$ cat src/hw/rtl/icctp_pkg.sv
// Shared types, constants and helper functions of the inline color code text parser.
`default_nettype none
package icctp_pkg;

    localparam int CFG_ADDR_W = 3;
    localparam int CFG_DATA_W = 32;
    localparam logic [0:0] REG_COLORED_TEXT = 1'b0;

    localparam logic [7:0] CH_AMP = 8'h26;
    localparam logic [7:0] CH_C   = 8'h63;
    localparam logic [7:0] CH_R   = 8'h72;
    localparam logic [7:0] CH_MAX = 8'hff;

    localparam int MAX_HELD = 4;
    localparam int HELD_IDX_W = $clog2(MAX_HELD);

    typedef enum logic [1:0] {
        MAIN_NONE,
        MAIN_GLYPH,
        MAIN_COLOR
    } main_kind_t;

    typedef struct packed {
        logic       load;
        logic       emit;
        logic [2:0] idx;
        logic       last;
    } icctp_cmd_t;

    typedef struct packed {
        logic       out_free;
        logic [3:0] total;
    } icctp_sts_t;

    function automatic logic is_hex(input logic [7:0] c);
        return c inside {[8'h30:8'h39], [8'h41:8'h46], [8'h61:8'h66]};
    endfunction

    function automatic logic [3:0] hex_val(input logic [7:0] c);
        logic [3:0] v;
        if (c inside {[8'h30:8'h39]}) begin
            v = c[3:0];
        end else begin
            v = c[3:0] + 4'd9;
        end
        return v;
    endfunction

endpackage
`default_nettype wire

$ cat src/hw/rtl/icctp_ctrl.sv
// Controller that accepts items and sequences their results one per cycle while the output is free.
`default_nettype none
module icctp_ctrl (
    input  wire logic                   aclk,
    input  wire logic                   aresetn,
    input  wire logic                   s_valid,
    output logic                        s_ready,
    input  wire icctp_pkg::icctp_sts_t  sts,
    output icctp_pkg::icctp_cmd_t       cmd
);
    import icctp_pkg::*;

    typedef enum logic [0:0] {
        ST_IDLE,
        ST_RUN
    } state_t;

    state_t     state_reg;
    logic [2:0] idx_reg;
    logic       last;

    assign last    = (({1'b0, idx_reg} + 4'd1) == sts.total);
    assign s_ready = (state_reg == ST_IDLE);

    assign cmd.load = s_valid && (state_reg == ST_IDLE);
    assign cmd.emit = (state_reg == ST_RUN) && (sts.total != 4'd0) && sts.out_free;
    assign cmd.idx  = idx_reg;
    assign cmd.last = last;

    always_ff @(posedge aclk) begin
        if (!aresetn) begin
            state_reg <= ST_IDLE;
            idx_reg   <= 3'd0;
        end else begin
            case (state_reg)
                ST_IDLE: begin
                    if (s_valid) begin
                        state_reg <= ST_RUN;
                        idx_reg   <= 3'd0;
                    end
                end
                ST_RUN: begin
                    if (sts.total == 4'd0) begin
                        state_reg <= ST_IDLE;
                    end else if (sts.out_free) begin
                        idx_reg <= idx_reg + 3'd1;
                        if (last) begin
                            state_reg <= ST_IDLE;
                        end
                    end
                end
                default: begin
                    state_reg <= ST_IDLE;
                end
            endcase
        end
    end

endmodule
`default_nettype wire

$ cat src/hw/rtl/icctp_dp.sv
// Datapath that parses each byte, holds escape state and drives the result register.
`default_nettype none
module icctp_dp (
    input  wire logic                   aclk,
    input  wire logic                   aresetn,
    input  wire icctp_pkg::icctp_cmd_t  cmd,
    output icctp_pkg::icctp_sts_t       sts,
    input  wire logic                   colored_text,
    input  wire logic [7:0]             s_text_byte,
    input  wire logic                   s_string_end,
    input  wire logic                   s_alt_red,
    input  wire logic [7:0]             s_alpha_level,
    output logic                        m_valid,
    input  wire logic                   m_ready,
    output logic                        m_kind,
    output logic [7:0]                  m_glyph_code,
    output logic [7:0]                  m_color_red,
    output logic [7:0]                  m_color_green,
    output logic [7:0]                  m_color_blue,
    output logic [7:0]                  m_color_alpha,
    output logic                        m_run_last
);
    import icctp_pkg::*;

    logic [2:0]            held_count_reg;
    logic [7:0]            held_bytes_reg [MAX_HELD];
    logic                  is_white_reg;
    logic                  color_seen_reg;

    logic [7:0]            byte_reg;
    logic                  red_mask_reg;
    main_kind_t            main_reg;
    logic [7:0]            col_red_reg;
    logic [7:0]            col_green_reg;
    logic [7:0]            col_blue_reg;
    logic [7:0]            col_alpha_reg;
    logic [2:0]            f1_reg;
    logic [2:0]            f2_reg;
    logic                  white_reg;

    logic [2:0]            held_count_next;
    logic [2:0]            hc_parse;
    logic                  is_white_next;
    logic                  color_seen_next;
    main_kind_t            main_next;
    logic [7:0]            col_red_next;
    logic [7:0]            col_green_next;
    logic [7:0]            col_blue_next;
    logic [2:0]            f1_next;
    logic [2:0]            f2_next;
    logic                  fresh;
    logic                  hold_we;
    logic [HELD_IDX_W-1:0] hold_idx;

    logic                  m_valid_reg;
    logic                  m_kind_reg;
    logic [7:0]            m_glyph_reg;
    logic [7:0]            m_red_reg;
    logic [7:0]            m_green_reg;
    logic [7:0]            m_blue_reg;
    logic [7:0]            m_alpha_reg;
    logic                  m_last_reg;

    logic [3:0]            s1;
    logic [3:0]            s2;
    logic [3:0]            total;
    logic [3:0]            ri;
    logic [3:0]            ri_off;
    logic [HELD_IDX_W-1:0] rd_idx;
    logic [7:0]            rd_byte;
    logic                  r_kind;
    logic [7:0]            r_glyph;
    logic [7:0]            r_red;
    logic [7:0]            r_green;
    logic [7:0]            r_blue;
    logic [7:0]            r_alpha;

    always_comb begin
        hc_parse        = held_count_reg;
        is_white_next   = is_white_reg;
        color_seen_next = color_seen_reg;
        main_next       = MAIN_NONE;
        col_red_next    = CH_MAX;
        col_green_next  = CH_MAX;
        col_blue_next   = CH_MAX;
        f1_next         = 3'd0;
        fresh           = 1'b0;
        hold_we         = 1'b0;
        hold_idx        = '0;
        case (held_count_reg)
            3'd0: begin
                fresh = 1'b1;
            end
            3'd1: begin
                if (s_text_byte == CH_C) begin
                    hold_we  = 1'b1;
                    hold_idx = HELD_IDX_W'(1);
                    hc_parse = 3'd2;
                end else if (s_text_byte == CH_R) begin
                    hc_parse = 3'd0;
                    if (!is_white_reg) begin
                        is_white_next = 1'b1;
                        if (colored_text) begin
                            main_next = MAIN_COLOR;
                        end
                    end
                end else begin
                    f1_next = 3'd1;
                    fresh   = 1'b1;
                end
            end
            default: begin
                if (is_hex(s_text_byte)) begin
                    if (!held_count_reg[2]) begin
                        hold_we  = 1'b1;
                        hold_idx = held_count_reg[HELD_IDX_W-1:0];
                        hc_parse = held_count_reg + 3'd1;
                    end else begin
                        hc_parse        = 3'd0;
                        color_seen_next = 1'b1;
                        if (colored_text) begin
                            is_white_next  = 1'b0;
                            main_next      = MAIN_COLOR;
                            col_red_next   = {hex_val(held_bytes_reg[2]), 4'd0};
                            col_green_next = {hex_val(held_bytes_reg[3]), 4'd0};
                            col_blue_next  = {hex_val(s_text_byte), 4'd0};
                        end
                    end
                end else begin
                    f1_next = held_count_reg;
                    fresh   = 1'b1;
                end
            end
        endcase
        if (fresh) begin
            if (s_text_byte == CH_AMP) begin
                hold_we  = 1'b1;
                hold_idx = '0;
                hc_parse = 3'd1;
            end else begin
                hc_parse  = 3'd0;
                main_next = MAIN_GLYPH;
            end
        end
        held_count_next = hc_parse;
        f2_next         = 3'd0;
        if (s_string_end) begin
            f2_next         = hc_parse;
            held_count_next = 3'd0;
            is_white_next   = 1'b1;
            color_seen_next = 1'b0;
        end
    end

    always_ff @(posedge aclk) begin
        if (!aresetn) begin
            held_count_reg <= 3'd0;
            is_white_reg   <= 1'b1;
            color_seen_reg <= 1'b0;
        end else if (cmd.load) begin
            held_count_reg <= held_count_next;
            is_white_reg   <= is_white_next;
            color_seen_reg <= color_seen_next;
        end
    end

    always_ff @(posedge aclk) begin
        if (cmd.load) begin
            if (hold_we) begin
                held_bytes_reg[hold_idx] <= s_text_byte;
            end
            byte_reg      <= s_text_byte;
            red_mask_reg  <= s_alt_red && !color_seen_reg;
            main_reg      <= main_next;
            col_red_reg   <= col_red_next;
            col_green_reg <= col_green_next;
            col_blue_reg  <= col_blue_next;
            col_alpha_reg <= s_alpha_level;
            f1_reg        <= f1_next;
            f2_reg        <= f2_next;
            white_reg     <= s_string_end;
        end
    end

    assign s1     = {1'b0, f1_reg} + ((main_reg != MAIN_NONE) ? 4'd1 : 4'd0);
    assign s2     = s1 + {1'b0, f2_reg};
    assign total  = s2 + {3'd0, white_reg};
    assign ri     = {1'b0, cmd.idx};
    assign ri_off = ri - s1;
    assign rd_idx = (ri < {1'b0, f1_reg}) ? ri[HELD_IDX_W-1:0] : ri_off[HELD_IDX_W-1:0];
    assign rd_byte = held_bytes_reg[rd_idx];

    always_comb begin
        r_kind  = 1'b1;
        r_glyph = 8'd0;
        r_red   = CH_MAX;
        r_green = CH_MAX;
        r_blue  = CH_MAX;
        r_alpha = CH_MAX;
        if ((ri < {1'b0, f1_reg}) || ((ri >= s1) && (ri < s2))) begin
            r_kind  = 1'b0;
            r_glyph = rd_byte | {red_mask_reg, 7'd0};
            r_red   = 8'd0;
            r_green = 8'd0;
            r_blue  = 8'd0;
            r_alpha = 8'd0;
        end else if (ri < s1) begin
            if (main_reg == MAIN_GLYPH) begin
                r_kind  = 1'b0;
                r_glyph = byte_reg | {red_mask_reg, 7'd0};
                r_red   = 8'd0;
                r_green = 8'd0;
                r_blue  = 8'd0;
                r_alpha = 8'd0;
            end else begin
                r_red   = col_red_reg;
                r_green = col_green_reg;
                r_blue  = col_blue_reg;
                r_alpha = col_alpha_reg;
            end
        end
    end

    always_ff @(posedge aclk) begin
        if (!aresetn) begin
            m_valid_reg <= 1'b0;
        end else if (cmd.emit) begin
            m_valid_reg <= 1'b1;
        end else if (m_ready) begin
            m_valid_reg <= 1'b0;
        end
    end

    always_ff @(posedge aclk) begin
        if (cmd.emit) begin
            m_kind_reg  <= r_kind;
            m_glyph_reg <= r_glyph;
            m_red_reg   <= r_red;
            m_green_reg <= r_green;
            m_blue_reg  <= r_blue;
            m_alpha_reg <= r_alpha;
            m_last_reg  <= cmd.last;
        end
    end

    assign sts.out_free = !m_valid_reg || m_ready;
    assign sts.total    = total;

    assign m_valid       = m_valid_reg;
    assign m_kind        = m_kind_reg;
    assign m_glyph_code  = m_glyph_reg;
    assign m_color_red   = m_red_reg;
    assign m_color_green = m_green_reg;
    assign m_color_blue  = m_blue_reg;
    assign m_color_alpha = m_alpha_reg;
    assign m_run_last    = m_last_reg;

endmodule
`default_nettype wire

$ cat src/hw/rtl/inline_color_code_text_parser.sv
// Top level of the inline color code text parser with its configuration register port.
// An item is accepted only while the controller is idle; its results then leave one per cycle
// from the output register while it is free, and no new item is taken until the last is loaded.
// A failed escape at the end of a string gives up to six results; output stalls hold the flow.
// Synchronous active-low reset clears the pending escape, sets the color to white, clears
// the color-seen flag, drops the output valid and sets colored_text to one.
`default_nettype none
module inline_color_code_text_parser (
    input  wire logic                             aclk,
    input  wire logic                             aresetn,
    input  wire logic                             s_valid,
    output logic                                  s_ready,
    input  wire logic [7:0]                       s_text_byte,
    input  wire logic                             s_string_end,
    input  wire logic                             s_alt_red,
    input  wire logic [7:0]                       s_alpha_level,
    output logic                                  m_valid,
    input  wire logic                             m_ready,
    output logic                                  m_kind,
    output logic [7:0]                            m_glyph_code,
    output logic [7:0]                            m_color_red,
    output logic [7:0]                            m_color_green,
    output logic [7:0]                            m_color_blue,
    output logic [7:0]                            m_color_alpha,
    output logic                                  m_run_last,
    input  wire logic                             psel,
    input  wire logic                             penable,
    input  wire logic                             pwrite,
    input  wire logic [icctp_pkg::CFG_ADDR_W-1:0] paddr,
    input  wire logic [icctp_pkg::CFG_DATA_W-1:0] pwdata,
    output logic [icctp_pkg::CFG_DATA_W-1:0]      prdata,
    output logic                                  pready
);
    import icctp_pkg::*;

    icctp_cmd_t cmd;
    icctp_sts_t sts;
    logic       colored_text_reg;
    logic       reg_sel;

    assign pready  = 1'b1;
    assign reg_sel = (paddr[CFG_ADDR_W-1:2] == REG_COLORED_TEXT);
    assign prdata  = reg_sel ? {{(CFG_DATA_W-1){1'b0}}, colored_text_reg} : '0;

    always_ff @(posedge aclk) begin
        if (!aresetn) begin
            colored_text_reg <= 1'b1;
        end else if (psel && penable && pwrite && pready && reg_sel) begin
            colored_text_reg <= pwdata[0];
        end
    end

    icctp_ctrl u_ctrl (
        .aclk    (aclk),
        .aresetn (aresetn),
        .s_valid (s_valid),
        .s_ready (s_ready),
        .sts     (sts),
        .cmd     (cmd)
    );

    icctp_dp u_dp (
        .aclk          (aclk),
        .aresetn       (aresetn),
        .cmd           (cmd),
        .sts           (sts),
        .colored_text  (colored_text_reg),
        .s_text_byte   (s_text_byte),
        .s_string_end  (s_string_end),
        .s_alt_red     (s_alt_red),
        .s_alpha_level (s_alpha_level),
        .m_valid       (m_valid),
        .m_ready       (m_ready),
        .m_kind        (m_kind),
        .m_glyph_code  (m_glyph_code),
        .m_color_red   (m_color_red),
        .m_color_green (m_color_green),
        .m_color_blue  (m_color_blue),
        .m_color_alpha (m_color_alpha),
        .m_run_last    (m_run_last)
    );

endmodule
`default_nettype wire

$ cat config.mk
export PLATFORM = sky130hd
export DESIGN_NAME = inline_color_code_text_parser
export DESIGN_NICKNAME = d
export VERILOG_FILES = /design/src/hw/rtl/icctp_pkg.sv /design/src/hw/rtl/icctp_ctrl.sv /design/src/hw/rtl/icctp_dp.sv /design/src/hw/rtl/inline_color_code_text_parser.sv
export SDC_FILE = /design/constraint.sdc
export NUM_CORES = 1
export LEC_CHECK = 0
export ABC_CLOCK_PERIOD_IN_PS = 6100
export BUFFER_PORTS_ARGS = -buffer_cell sky130_fd_sc_hd__buf_2
export CELL_PAD_IN_SITES_DETAIL_PLACEMENT = 0
export CELL_PAD_IN_SITES_GLOBAL_PLACEMENT = 1
export CORE_MARGIN = 3
export CORE_UTILIZATION = 40
export DETAILED_ROUTE_END_ITERATION = 6
export MAX_ROUTING_LAYER = met4
export PLACE_DENSITY_LB_ADDON = 0.1
export SLEW_MARGIN = 5
export SYNTH_ARGS = -nofsm -noshare
export SYNTH_HDL_FRONTEND = slang
export SYNTH_SLANG_ARGS = --single-unit
$ cat constraint.sdc
create_clock -name aclk -period 6.1 [get_ports aclk]
set_clock_uncertainty 0.15 [all_clocks]
set_input_delay 1.83 -clock aclk [delete_from_list [all_inputs] [get_ports aclk]]
set_output_delay 1.83 -clock aclk [all_outputs]
set_load 0.01 [all_outputs]
# Word-level counts from Yosys, hierarchy flattened
# Memories as Yosys holds them, arrays and structs flattened.
# Index checks and enable logic that the tools add are counted.
# totals
register_bits	103
ramBits	32
in_bits	60
output_inout_bits	77
elab_cells	190
n_memories	1
# classes
n_addsub	10
order_cmp	14
eq_ne	13
mux	84
bitwise	7
n_reduce_logical	34
# mem_list
memory	depth	width	read_ports	rd_clocked_by_memory_dff	wr	line	text
u_dp.held_bytes_reg	4	8	3	0	1	icctp_dp.sv:26	logic [7:0] held_bytes_reg [MAX_HELD];
# op_table
cell	count
$mux W8	11
$mux W1	34
$mux W3	11
$mux W2	13
$ge A8 B6 Y1 const B	3
$le A8 B6 Y1 const B	3
$mux W4	6
$pmux W3 S2	3
$eq A8 B7 Y1 const B	2
$ge A8 B7 Y1 const B	2
$le A8 B7 Y1 const B	2
$or A8 B8 Y8	2
$logic_and A1 B1 Y1	13
$add A4 B4 Y4 const B	3
$reduce_bool A3 Y1	4
$eq A8 B6 Y1 const B	1
$lt A3 B4 Y1	2
$pmux W1 S2	4
$pmux W2 S2	2
$reduce_bool A2 Y1	4
$reduce_and A7 Y1	1
$add A3 B1 Y3 const B	2
$ne A2 B2 Y1 const B	3
$not A1 Y1	5
other kinds (23)	26

# Logic depth before layout (Yosys ltp)
# logic_depth
depth_word	10
mapped_depth	14
mapped_depth_nobuf	13

# Cells and area by module
# Synthesis repeated with hierarchy kept, for this count alone.
# hier_totals
hier_cells	466
area_unflattened_um2	5893.2
# modules_own_cells
mod	n_inst	cells_per_inst	area_each_um2	seq_area_each_um2
icctp_dp	1	391	5277.6	3183.1
inline_color_code_text_parser	1	40	320.3	20.0
icctp_ctrl	1	35	295.3	80.1

# Least setup slack after synthesis
# Ideal clock, no wire load.
# synth_path
path_kind	input port to flip-flop
from	input port s_text_byte[6]
to	memory u_dp.held_bytes_reg[1][0], enable pin
setup_time_ns	0.383
arrival_ns	3.668
required_time_ns	5.567
path_slack_ns	1.898
stages	6
n_path_buf	1
cell_sequence	or4bb_1 > a21oi_1 > a211o_1 > buf_6 > a41oi_1 > nor3_1
# synth_via
elab_chain_len	10
elab_cells_between_ends	30
classes_between	order compare (6); eq/ne (3); mux (17); reduce/logical (4)
# synth_lines
element	line	text
start, declared	inline_color_code_text_parser.sv:13	input wire logic [7:0] s_text_byte,
$ge A8 B6 Y1 (tied with other cells)	icctp_pkg.sv:36	return c inside {[8'h30:8'h39], [8'h41:8'h46], [8'h61:8'h66]};
$logic_and A1 B1 Y1	icctp_pkg.sv:36	
$reduce_bool A3 Y1	icctp_pkg.sv:36	
$mux W1	icctp_dp.sv:113	if (is_hex(s_text_byte)) begin
$pmux W1 S2	icctp_dp.sv:90	case (held_count_reg)
$mux W1	icctp_dp.sv:136	if (s_text_byte == CH_AMP) begin
$mux W1	icctp_dp.sv:135	if (fresh) begin
$mux W1	icctp_dp.sv:169	if (hold_we) begin
$mux W1	icctp_dp.sv:168	if (cmd.load) begin
$mux W1 (implied by the code)	icctp_dp.sv:170	held_bytes_reg[hold_idx] <= s_text_byte;
end, declared	icctp_dp.sv:26	
# Parallel ways exist; a longest one is shown, timed or not.

# Worst setup path in the final report
# layout_path
from	register u_dp.main_reg[1]
to	register u_dp.m_glyph_reg[3] (netlist: u_dp.m_glyph_code[3]), data pin
# layout_via
elab_chain_len	8
elab_cells_between_ends	17
classes_between	add/sub (3); order compare (3); eq/ne (1); mux (5); bitwise (1); reduce/logical (3); memory (1)
# layout_lines
element	line	text
start, declared	icctp_dp.sv:32	main_kind_t main_reg;
start signal, assigned	icctp_dp.sv:174	main_reg <= main_next;
$reduce_bool A2 Y1	icctp_dp.sv:185	assign s1 = {1'b0, f1_reg} + ((main_reg != MAIN_NONE) ? 4'd1 : 4'd0);
$mux W1	icctp_dp.sv:185	
$add A3 B1 Y4	icctp_dp.sv:185	
$add A4 B3 Y4 / $sub A2 B2 Y2 (equally long branches)	icctp_dp.sv:186, icctp_dp.sv:189	
$lt A3 B4 Y1 / $mux W2 (equally long branches)	icctp_dp.sv:200, icctp_dp.sv:190	
$logic_and A1 B1 Y1 / $mem_v2 Z4 W8 (equally long branches)	n/a	
$logic_or A1 B1 Y1 / $or A8 B8 Y8 (equally long branches)	icctp_dp.sv:200, icctp_dp.sv:202	
$mux W8 *	icctp_dp.sv:200	if ((ri < {1'b0, f1_reg}) || ((ri >= s1) && (ri < s2))) begin
named net u_dp.r_glyph[3]	icctp_dp.sv:72	logic [7:0] r_glyph;
end signal, assigned	icctp_dp.sv:237	m_glyph_reg <= r_glyph;
end, declared	icctp_dp.sv:57	logic [7:0] m_glyph_reg;
# The timed path passes the listed nets; every way through them passes the cells marked *.
# A chain may end at the register's enable or synchronous reset.

==> impl_results.md <==
- Status: finished, final reports clean
- Final hold vios: 0
- Simple-gate share of the synthesized area: 9.50%
- Vias in the first global route: 3478
- Final cycle utilization of the critical path: 73.1%
- Most frequent CP cell: ha_1
- H-tree levels: 4
- FP Rows: 43
- ANT nets after route: 0
- CP required: 6.22 ns
- Slew headroom: 24.5%
- Maximum buffer depth of the clock tree: 2
- Synthesized-area fraction occupied by adder cells: 7.02%
- Die Ht: 128 um
- Worst IR Drop VDD: 195 uV
- Initial DRC count: 185
- CP Data Arrival Time: 4.58 ns
- Crit path kind: reg -> reg
- Fin. max-slew vios: 0
- Die area: 16300 um2
- Post-synth top cells: edfxtp_1 (102), buf_4 (45), ha_1 (30), inv_1 (26), nand2_1 (26)
- Compound-gate portion of the synthesized area: 12.1%
- Main combinational cell family by area after synthesis: compound AO/OA/AOI/OAI gates
- GRT Total Usage: 15.8%
- Cell Area, Synth: 5920 um2
- Buffer and inverter count on the worst path: 1
- Post-Synth XOR/XNOR Area: 3.15%
- Core Region: 14100 um2
- Setup violators final: 0
- I/O pin count: 137
- CTS hold repair buffers: 0
- Resize count post-CTS: 0
- Die Wd: 128 um
- Post-synth top area cell: edfxtp_1
- CTS tree: built
- P per Cell Area: 334 nW/um2
- Hold_ws: 0.353 ns
- Post-Syn Instances: 448
- Max Freq: 0.224 GHz
- RSZ-0062 raised after global routing: no
- Inserted Clock Buffers: 17
- Count of cell types in the netlist: 70
- Number of synthesized flops with an enable pin: 102
- Hold Path Class: reg -> reg
- Vias: 3592
- GPL Wtd Cong: 0.793
- Yosys warns: 0
- Post-DR vias/cell: 5.06
- Mean Syn Cell Area: 13.2 um2
- Synth-to-Final Area Change: 15.4%
- Post-synthesis mux area share: 4.23%
- Synth Flop Type: edfxtp_1
- CP peak stage delay: 0.93 ns
- CTS sink count: 113
- Top-count cell post-synth: edfxtp_1
- Drt total wl: 11.9 mm
- Starting density of the core: 41.8%
- IO buf count: 71
- Initial antenna violation count: 0
- FF+latch count, synth: 113
- Leakage: 2.59 nW
- Share of the synthesized area in the top cell type: 51.8%
- Fraction of layout cells with a size suffix above 1: 25.7%
- CP top delay family: adder cells
- Max reg flops: 32
- WL per Instance: 16.8 um
- Remaining DRCs: 0
- CTS Root Cell: clkbuf_16
- Clk_lat worst skew: 0.41 ns
- Max-Cap Viols: 0
- Reg clk slew, reported paths: 0.05 ns
- Filler cells: 1284
- Post-synth ARST share: 0%
- Worst path slowest cell: nor3_1
- Pin count of the biggest net entering global routing: 36
- Setup Buffers After CTS: 0
- Grt ovf: 0
- Diodes inserted: 0
- Crit path time final: 4.46 ns
- Crit-path max FO: 7
- Crit-path cells: or2_2 -> ha_1 -> ha_1 -> fa_1 -> xor2_1 -> inv_1 -> ha_1 -> nand2_1 -> o21ai_0 -> a211oi_1 -> nor3_1 -> a22o_1
- Synth area leaders: edfxtp_1 (52%), ha_1 (6.3%), buf_4 (5.7%), dfxtp_1 (3.7%), mux4_2 (3.0%)
- Setup_tns: 0 ns
- Layout Nets: 609
- Drt first pass iters: 7
- CP Launch Type: register
- First-pass GRT wire length: 19.0 mm
- Setup crit end kind: register
- Sequential area share after synthesis: 55.5%
- DP Wirelength: 8.61 mm
- Slew @ Worst Pin: 1.12 ns
power breakdown:
group / internal [mW] / leakage (nW) / switching [mW]
Clock: 0.597 / 0.260 / 0.338
Sequential: 0.928 / 1.01 / 0.0240
Combinational: 0.159 / 1.32 / 0.235
Total: 1.68 / 2.59 / 0.597
metal layers:
layer / vias up / track usage (%) / share of wire, %
met5: - / - / 0
met4: 0 / 7.12 / 2.3
met3: 20 / 4.43 / 6.9
met2: 111 / 22.8 / 46
met1: 1721 / 20.8 / 45
li1: 1740 / - / -
final cells by class:
cell class                 instances  area [um2]  share of cell area [%]
inverter                          26        97.6                    1.43
clock inverter                    14         140                    2.05
clock buffer                      18         429                    6.29
tap                              180         225                    3.30
multi-input combinational        283        2260                    33.1
timing repair buffer              76         393                    5.76
sequential                       113        3280                    48.1
per-stage QoR:
step | worst slack [ns] | util, % | cells | power, mW | instance area (um2)
after detailed placement | 1.29 | 44.2 | 678 | 1.37 | 6250
after CTS | 1.61 | 48.2 | 710 | 2.31 | 6820
after global placement | 1.35 | 44.2 | 678 | 1.36 | 6250
after global routing | 1.42 | 48.2 | 710 | 2.39 | 6820
final | 1.64 | 48.2 | 710 | 2.28 | 6820
after floorplan | 1.90 | - | 478 | 1.26 | 6030
kinds of logic after synthesis:
| family | count (synthesis) |
|---|---|
| buf+inv | 82 |
| mux | 15 |
| xor+xnor | 18 |
| fa+ha+maj | 32 |
| other cells | 2 |
| flops | 113 |
| simple gates | 99 |
| compound gates | 87 |
path summary, 6_finish.rpt:
path	from	slack [ns]	end	depth (start not counted)
worst min register to register	u_dp.is_white_reg	0.35	u_dp.is_white_reg	1
worst min-delay path	u_dp.is_white_reg	0.35	u_dp.is_white_reg	1
worst max register to register	u_dp.main_reg[1]	1.64	u_dp.m_glyph_code[3]	12
worst max-delay path	u_dp.main_reg[1]	1.64	u_dp.m_glyph_code[3]	12
cell usage in the layout (no fill, tap or decap), types with 6 or more instances in the layout:
cell        instances
nand3_1            10
dfxtp_1            11
clkbuf_16          17
conb_1             32
buf_2              71
a22o_1              8
nor2_1             12
edfxtp_1          102
a21oi_1             9
inv_1              25
xnor2_1            13
mux2i_1             7
nor2b_1             7
mux4_2              8
ha_1               30
nand2_1            26
clkinvlp_4          6
o21a_1             22
Power figures use the tool's default switching activity.
